--- src/pap_pkg.sv ---
// ----------------------------------------------------------------------------
// pap_pkg
// Shared widths and defaults for the polygon area and perimeter block.
// ----------------------------------------------------------------------------
package pap_pkg;

  // coordinate width of one vertex component
  localparam int COORD_BITS    = 16;
  // default number of fraction bits of an edge length
  localparam int DEF_FRAC_BITS = 8;
  // one coordinate difference carries one extra bit
  localparam int MUL_W         = COORD_BITS + 1;
  // sum of two squared differences; even, so the root takes whole digit pairs
  localparam int SQ_W          = 2 * MUL_W;
  // signed running area sum and its unsigned output
  localparam int AREA_W        = 43;
  localparam int AREA_OUT_W    = AREA_W - 1;
  // saturating perimeter sum
  localparam int PERIM_W       = 35;

endpackage

--- src/polygon_area_perimeter.sv ---
// Sequence: an opening vertex is only stored, and a lone closing vertex goes
//   straight to the result; each later vertex runs an edge pass (cross products,
//   squares, square root); a closing vertex runs its own edge pass and then one
//   for the wrap edge before the result; output stall holds the result.
// Throughput: one item at a time; the iterative square root (one bit per
//   cycle) and the shared 17x17 multiplier set the edge time.
// Reset: rst (synchronous) clears the sums, vertex count and handshakes.
// ----------------------------------------------------------------------------
// polygon_area_perimeter
// Shoelace area (doubled, absolute) and fixed-point perimeter of a polygon
// whose vertices arrive one item at a time.
// ----------------------------------------------------------------------------
module polygon_area_perimeter
  import pap_pkg::*;
#(
  parameter int FRAC_BITS = DEF_FRAC_BITS
) (
  input  logic                         clk,
  input  logic                         rst,
  input  logic                         in_valid,
  output logic                         in_stall,
  input  logic signed [COORD_BITS-1:0] vertex_x,
  input  logic signed [COORD_BITS-1:0] vertex_y,
  input  logic                         last_vertex,
  output logic                         out_valid,
  input  logic                         out_stall,
  output logic [AREA_OUT_W-1:0]        area_doubled,
  output logic [PERIM_W-1:0]           perimeter_q8,
  output logic                         too_few_vertices
);

  localparam int ROOT_W      = SQ_W / 2 + FRAC_BITS;
  localparam int PROD_W      = 2 * MUL_W;
  localparam int AREA_EXT_W  = AREA_W + 1;
  localparam int PERIM_EXT_W = PERIM_W + 1;

  localparam logic [2:0] ST_IDLE    = 3'd0;
  localparam logic [2:0] ST_CROSS_A = 3'd1;
  localparam logic [2:0] ST_CROSS_B = 3'd2;
  localparam logic [2:0] ST_SQ_X    = 3'd3;
  localparam logic [2:0] ST_SQ_Y    = 3'd4;
  localparam logic [2:0] ST_ROOT_GO = 3'd5;
  localparam logic [2:0] ST_ROOT    = 3'd6;
  localparam logic [2:0] ST_EMIT    = 3'd7;

  logic [2:0] state;

  logic signed [COORD_BITS-1:0] first_x, first_y, prev_x, prev_y;
  logic signed [COORD_BITS-1:0] ax, ay, bx, by;
  logic [1:0]                   vertex_count;
  logic                         closing;
  logic                         wrap;
  logic                         err;

  logic signed [AREA_W-1:0]     area_sum;
  logic [PERIM_W-1:0]           perimeter_sum;
  logic signed [PROD_W-1:0]     prod;
  logic signed [PROD_W-1:0]     cross_sum;
  logic [SQ_W-1:0]              sq;

  logic signed [MUL_W-1:0]      dx, dy, mul_a, mul_b;
  logic signed [AREA_EXT_W-1:0] area_next;
  logic [PERIM_EXT_W-1:0]       perim_next;
  logic [AREA_W-1:0]            area_neg, area_mag;
  logic [SQ_W-1:0]              sq_total;

  logic                         in_accept;
  logic                         out_free;
  logic                         root_start;
  logic                         root_done;
  logic [ROOT_W-1:0]            root;

  assign in_stall  = (state != ST_IDLE);
  assign in_accept = in_valid && !in_stall;
  assign out_free  = !out_valid || !out_stall;

  assign dx = MUL_W'(bx) - MUL_W'(ax);
  assign dy = MUL_W'(by) - MUL_W'(ay);

  // operand select for the shared multiplier
  always_comb begin
    unique case (state)
      ST_CROSS_A: begin mul_a = MUL_W'(ax); mul_b = MUL_W'(by); end
      ST_CROSS_B: begin mul_a = MUL_W'(bx); mul_b = MUL_W'(ay); end
      ST_SQ_X:    begin mul_a = dx;         mul_b = dx;         end
      ST_SQ_Y:    begin mul_a = dy;         mul_b = dy;         end
      default:    begin mul_a = '0;         mul_b = '0;         end
    endcase
  end

  assign area_next  = AREA_EXT_W'(area_sum) + AREA_EXT_W'(cross_sum);
  assign perim_next = PERIM_EXT_W'(perimeter_sum) + PERIM_EXT_W'(root);
  assign sq_total   = sq + prod[SQ_W-1:0];
  assign root_start = (state == ST_ROOT_GO);

  // magnitude of the area sum; the most negative value clamps to the top
  assign area_neg = '0 - area_sum;
  assign area_mag = area_sum[AREA_W-1] ? area_neg : area_sum;

  pap_isqrt #(
    .OPND_W    (SQ_W),
    .FRAC_BITS (FRAC_BITS)
  ) u_isqrt (
    .clk   (clk),
    .rst   (rst),
    .start (root_start),
    .opnd  (sq_total),
    .done  (root_done),
    .root  (root)
  );

  // datapath registers
  always_ff @(posedge clk) begin
    prod <= mul_a * mul_b;
    if (in_accept) begin
      first_x <= (vertex_count == 2'd0) ? vertex_x : first_x;
      first_y <= (vertex_count == 2'd0) ? vertex_y : first_y;
      prev_x  <= vertex_x;
      prev_y  <= vertex_y;
      ax      <= prev_x;
      ay      <= prev_y;
      bx      <= vertex_x;
      by      <= vertex_y;
      closing <= last_vertex;
    end
    if (state == ST_CROSS_B) cross_sum <= prod;
    if (state == ST_SQ_X)    cross_sum <= cross_sum - prod;
    if (state == ST_SQ_Y)    sq        <= prod[SQ_W-1:0];
    // wrap edge runs from the closing vertex back to the first one
    if (state == ST_ROOT && root_done && closing && !wrap) begin
      ax <= bx;
      ay <= by;
      bx <= first_x;
      by <= first_y;
    end
  end

  // sequencer, sums and output register
  always_ff @(posedge clk) begin
    if (rst) begin
      state         <= ST_IDLE;
      vertex_count  <= 2'd0;
      area_sum      <= '0;
      perimeter_sum <= '0;
      wrap          <= 1'b0;
      err           <= 1'b0;
      out_valid     <= 1'b0;
    end else begin
      if (out_valid && !out_stall && state != ST_EMIT) out_valid <= 1'b0;
      unique case (state)
        ST_IDLE: begin
          if (in_accept) begin
            wrap <= 1'b0;
            if (vertex_count == 2'd0) begin
              vertex_count <= 2'd1;
              if (last_vertex) begin
                err   <= 1'b1;
                state <= ST_EMIT;
              end
            end else begin
              vertex_count <= 2'd2;
              state        <= ST_CROSS_A;
            end
          end
        end
        ST_CROSS_A: state <= ST_CROSS_B;
        ST_CROSS_B: state <= ST_SQ_X;
        ST_SQ_X:    state <= ST_SQ_Y;
        ST_SQ_Y: begin
          if (area_next[AREA_W] != area_next[AREA_W-1]) begin
            area_sum <= area_next[AREA_W] ? {1'b1, {(AREA_W-1){1'b0}}}
                                          : {1'b0, {(AREA_W-1){1'b1}}};
          end else begin
            area_sum <= area_next[AREA_W-1:0];
          end
          state <= ST_ROOT_GO;
        end
        ST_ROOT_GO: state <= ST_ROOT;
        ST_ROOT: begin
          if (root_done) begin
            perimeter_sum <= perim_next[PERIM_W] ? {PERIM_W{1'b1}}
                                                 : perim_next[PERIM_W-1:0];
            priority if (closing && !wrap) begin
              wrap  <= 1'b1;
              state <= ST_CROSS_A;
            end else if (closing) begin
              state <= ST_EMIT;
            end else begin
              state <= ST_IDLE;
            end
          end
        end
        ST_EMIT: begin
          // hold the result until the output register is free
          if (out_free) begin
            out_valid        <= 1'b1;
            too_few_vertices <= err;
            area_doubled     <= area_mag[AREA_W-1] ? {AREA_OUT_W{1'b1}}
                                                   : area_mag[AREA_OUT_W-1:0];
            perimeter_q8     <= perimeter_sum;
            vertex_count     <= 2'd0;
            area_sum         <= '0;
            perimeter_sum    <= '0;
            err              <= 1'b0;
            state            <= ST_IDLE;
          end
        end
        default: state <= ST_IDLE;
      endcase
    end
  end

  // a single closing vertex reports zero area and perimeter
  assert property (@(posedge clk) disable iff (rst)
    out_valid && too_few_vertices |-> area_doubled == '0 && perimeter_q8 == '0)
    else $error("error result carries nonzero sums");

  // the root finishes only while the sequencer waits for it
  assert property (@(posedge clk) disable iff (rst)
    root_done |-> state == ST_ROOT)
    else $error("square root done outside its wait state");

  // the vertex count never passes two
  assert property (@(posedge clk) disable iff (rst)
    vertex_count != 2'd3)
    else $error("vertex count out of range");

  // a lone closing vertex goes straight to the result
  assert property (@(posedge clk) disable iff (rst)
    in_accept && vertex_count == 2'd0 && last_vertex |=> state == ST_EMIT && err)
    else $error("single-vertex polygon not flagged");

endmodule

--- src/pap_isqrt.sv ---
// ----------------------------------------------------------------------------
// pap_isqrt
// Iterative integer square root, one result bit per cycle by digit
// recurrence. Returns floor(sqrt(opnd * 4^FRAC_BITS)).
// ----------------------------------------------------------------------------
module pap_isqrt
  import pap_pkg::*;
#(
  parameter int OPND_W    = SQ_W,
  parameter int FRAC_BITS = DEF_FRAC_BITS
) (
  input  logic                              clk,
  input  logic                              rst,
  input  logic                              start,
  input  logic [OPND_W-1:0]                 opnd,
  output logic                              done,
  output logic [OPND_W/2+FRAC_BITS-1:0]     root
);

  localparam int ROOT_W  = OPND_W / 2 + FRAC_BITS;
  localparam int SHIFT_W = OPND_W + 2 * FRAC_BITS;
  localparam int REM_W   = ROOT_W + 2;
  localparam int CNT_W   = $clog2(ROOT_W + 1);

  logic [SHIFT_W-1:0] digits;
  logic [REM_W-1:0]   rem;
  logic [ROOT_W-1:0]  q;
  logic [CNT_W-1:0]   cnt;
  logic               busy;

  logic [REM_W-1:0]   rem_sh;
  logic [REM_W-1:0]   trial;
  logic [REM_W-1:0]   diff;
  logic               fits;

  // bring down the next digit pair and try a one in the next root bit
  assign rem_sh = {rem[REM_W-3:0], digits[SHIFT_W-1 -: 2]};
  assign trial  = {q, 2'b01};
  assign fits   = (rem_sh >= trial);
  assign diff   = rem_sh - trial;
  assign root   = q;

  always_ff @(posedge clk) begin
    if (rst) begin
      busy <= 1'b0;
      done <= 1'b0;
      cnt  <= '0;
    end else begin
      done <= 1'b0;
      if (start) begin
        busy <= 1'b1;
        cnt  <= '0;
      end else if (busy) begin
        cnt <= cnt + CNT_W'(1);
        if (cnt == CNT_W'(ROOT_W - 1)) begin
          busy <= 1'b0;
          done <= 1'b1;
        end
      end
    end
  end

  always_ff @(posedge clk) begin
    if (start) begin
      digits <= SHIFT_W'(opnd) << (2 * FRAC_BITS);
      rem    <= '0;
      q      <= '0;
    end else if (busy) begin
      digits <= digits << 2;
      rem    <= fits ? diff : rem_sh;
      q      <= {q[ROOT_W-2:0], fits};
    end
  end

endmodule
--- config.mk ---
export PLATFORM = sky130hd
export DESIGN_NAME = polygon_area_perimeter
export DESIGN_NICKNAME = d
export VERILOG_FILES = /design/src/pap_pkg.sv /design/src/polygon_area_perimeter.sv /design/src/pap_isqrt.sv
export SDC_FILE = /design/constraint.sdc
export NUM_CORES = 2
export LEC_CHECK = 0
export BUFFER_PORTS_ARGS = -buffer_cell sky130_fd_sc_hd__buf_2
export CELL_PAD_IN_SITES_DETAIL_PLACEMENT = 1
export CELL_PAD_IN_SITES_GLOBAL_PLACEMENT = 2
export CORE_MARGIN = 3
export CORE_UTILIZATION = 42
export DETAILED_ROUTE_END_ITERATION = 16
export PLACE_DENSITY_LB_ADDON = 0.1
export SLEW_MARGIN = 10
export SYNTH_ARGS = -nofsm -noshare
export SYNTH_HDL_FRONTEND = slang
export SYNTH_SLANG_ARGS = --single-unit
export TNS_END_PERCENT = 5
--- constraint.sdc ---
create_clock -name clk -period 11.3 [get_ports clk]
set_input_delay 0.565 -clock clk [delete_from_list [all_inputs] [get_ports clk]]
set_output_delay 0.565 -clock clk [all_outputs]
set_load 0.005 [all_outputs]
==> run_results.csv <==
group,metric,value,unit
synth,synth_top_area_frac,0.242,
cts,cts_root_buffer,"clkbuf_16",
critical_path,worstPathRequired,11.88,ns
synth,ys_types,74,
timing,hold_viol_final,0,
detailed_routing,wire_per_inst,19.8,um
synth,synthAdderAreaFrac,0.249,
timing,max_slew_margin,0.250,
final_layout,syn_to_final_growth,10.8,%
die,initial_core_util,0.425,
cts,hold_buffers,0,
hold_path,holdCritPathClass,"in2reg",
hold_path,whs_path_depth,1,
global_routing,antenna_found_initial,1,
synth,synth_top_family_by_area,"adder cells",
synth,yosys.area.top_type,"edfxtp_1",
placed_design,portBuffers,116,
critical_path,cpPeakStageDelay,0.69,ns
synth,synth_edf_count,309,
critical_path,cp-start-kind,"flip-flop",
detailed_routing,viasPerCell,5.36,
critical_path,path_common_cell,"fa_1",
synth,yosysMostFrequentCell,"inv_1",
synth,syn_area,38400,um2
die,coreArea,90400,um2
detailed_routing,vias,28400,
timing,setup_tns,0,ns
timing,grt_setup_unrepaired,"false",
critical_path,cp-end-kind,"flip-flop",
critical_path,cp_slowest_cell,"o41ai_1",
detailed_routing,wl,105000,um
timing,clock.fmax,98.1,MHz
synth,muxShareOfSynthArea,0.0300,
timing,clock_skew,0.0254,ns
synth,synth_area_leaders,"edfxtp_1 (24%), fa_1 (16%), dfxtp_1 (9.2%)",
synth,synthTopCellsByCount,"inv_1 (495), nand2_1 (417), nor2_1 (319)",
global_routing,grt_pass1_vias,30300,
cts,cts_tree,"built",
die,die_w,308,um
placed_design,dp_hpwl,80800,um
final_layout,fillerInstances,10200,
die,boundaryPins,117,
synth,yosys.area_share.simple,0.120,
synth,syn_avg_cell_area,9.63,um2
global_routing,grtUsageTotal,0.225,
placed_design,place.gp.congestion,0.892,
synth,ys_ff_latch,486,
synth,yosysWarnings,0,
timing,fin_crit_sh,0.902,
cts,cts.path.max_buffers,3,
cts,clk_latency,0.67,ns
timing,period_needed,10.19,ns
critical_path,r2r_cells,37,
detailed_routing,drc,0,
synth,seq_area_frac_synth,0.334,
synth,synth-compound-area-share,0.149,
global_routing,grt_pass1_wl,169000,um
timing,tightest_slew,1.12,ns
timing,finalSetupViolCount,0,
final_layout,drive_gt1_frac,0.0929,
synth,postSynthCellCount,3991,
die,dieArea,95100,um2
run_status,status,"completed",
global_routing,gr-total-overflow,0,
cts,ctsResizeCount,0,
cts,clock-sinks,486,
synth,async_flop_share,0,
detailed_routing,drtIter0Drc,1411,
cts,htreeDepth,2,
detailed_routing,ant_nets,0,
die,die_y,308,um
synth,synth.net_count,4611,
synth,ys.flop_type,"edfxtp_1",
timing,timing.final.max_slew_violations,0,
die,rows,110,
global_routing,grt_max_degree,80,
synth,post_synth_xor_area_fraction,0.0543,
flow_run,max_cap_viol_count,0,
cts,clkSlewWorstSetupHoldPaths,0.07,ns
cts,cts_setup_buffers,0,
detailed_routing,drtPass1Iterations,5,
critical_path,worstSetupPathType,"reg2reg",
cts,cts_made_buffers,60,
final_layout,fin_nets,4692,
critical_path,path_max_fanout,15,
critical_path,cp_data_arrival_time,10.78,ns
## worst max-delay path: cells and delay by family, from the launching register on
kind | cells | cell delay (ns)
AOI/OAI and AO/OA | 20 | 4.71
xor gates and xnor gates | 1 | 0.13
adders and majority gates | 9 | 4.19
buffers and inverters | 5 | 0.40
DFF | 1 | 0.43
and+or+nand+nor | 2 | 0.30
## state kept, by name, summed over array words and instances, names as in the netlist, 34 cells and up
name	cells
u_isqrt.digits	34
sq	34
prod	34
perimeter_q8	35
area_sum	43
perimeter_sum	35
area_doubled	42
cross_sum	34
## layout by cell type, fill, tap and decap left out, drive strengths merged, types with 123 or more instances in the layout
cell type / netlist / layout
xnor2: 123 / 123
a21oi: 230 / 230
fa: 303 / 303
buf: 11 / 167
nand2: 417 / 417
ha: 280 / 280
inv: 495 / 501
dfxtp: 177 / 177
edfxtp: 309 / 309
o21ai: 227 / 227
nor2: 320 / 320
## stage by stage
step / hold WS, ns / instance area [um2] / setup WS [ns] / util / instances
finish: 0.110 / 42600 / 1.11 / 0.471 / 5300
global route: 0.0851 / 42600 / 0.266 / 0.471 / 5299
CTS: 0.0583 / 42600 / 1.11 / 0.471 / 5299
detailed placement: 0.422 / 40500 / 1.12 / 0.447 / 5186
global placement: 0.418 / 40500 / 1.43 / 0.447 / 5186
floorplan: 0.409 / 38400 / 2.09 / - / 3991
## path summary, 6_finish.rpt
kind                from               end  slack, ns
max                by[0]          prod[33]       1.11
min          vertex_x[5]        first_x[5]       0.11
max reg2reg        by[0]          prod[33]       1.11
min reg2reg          err  too_few_vertices       0.44
## per-layer routing
layer	vias up	GRT usage	part of all wire
met5	-	0	0
met1	14000	0.296	0.46
li1	13900	-	-
met3	114	0.0231	0.029
met2	382	0.398	0.49
met4	0	0.0523	0.020
## area by class of cell
class                   count  area, um2  share of cell area
diodes                      1       2.50           0.0000588
clock buffers              85       1770              0.0415
clock inverters            28        359             0.00843
inverters                 496       1860              0.0437
multi-input cells        2861      23300               0.548
flip-flops and latches    486      12800               0.301
well taps                1176       1470              0.0346
repair buffers            167        963              0.0226
## cell families (layout without fill, tap and decap cells)
group	Yosys count	in the layout
adder cells (fa/ha/maj)	583	583
AND/OR/NAND/NOR	1039	1039
other	0	1
multiplexers	107	107
XOR/XNOR	238	238
AO/OA/AOI/OAI	894	894
buffers and inverters	644	776
flip-flops	486	486
Power is left out: the tool's default activity adds up to more than one toggle a clock period on the data nets, which glitch-free logic cannot reach.
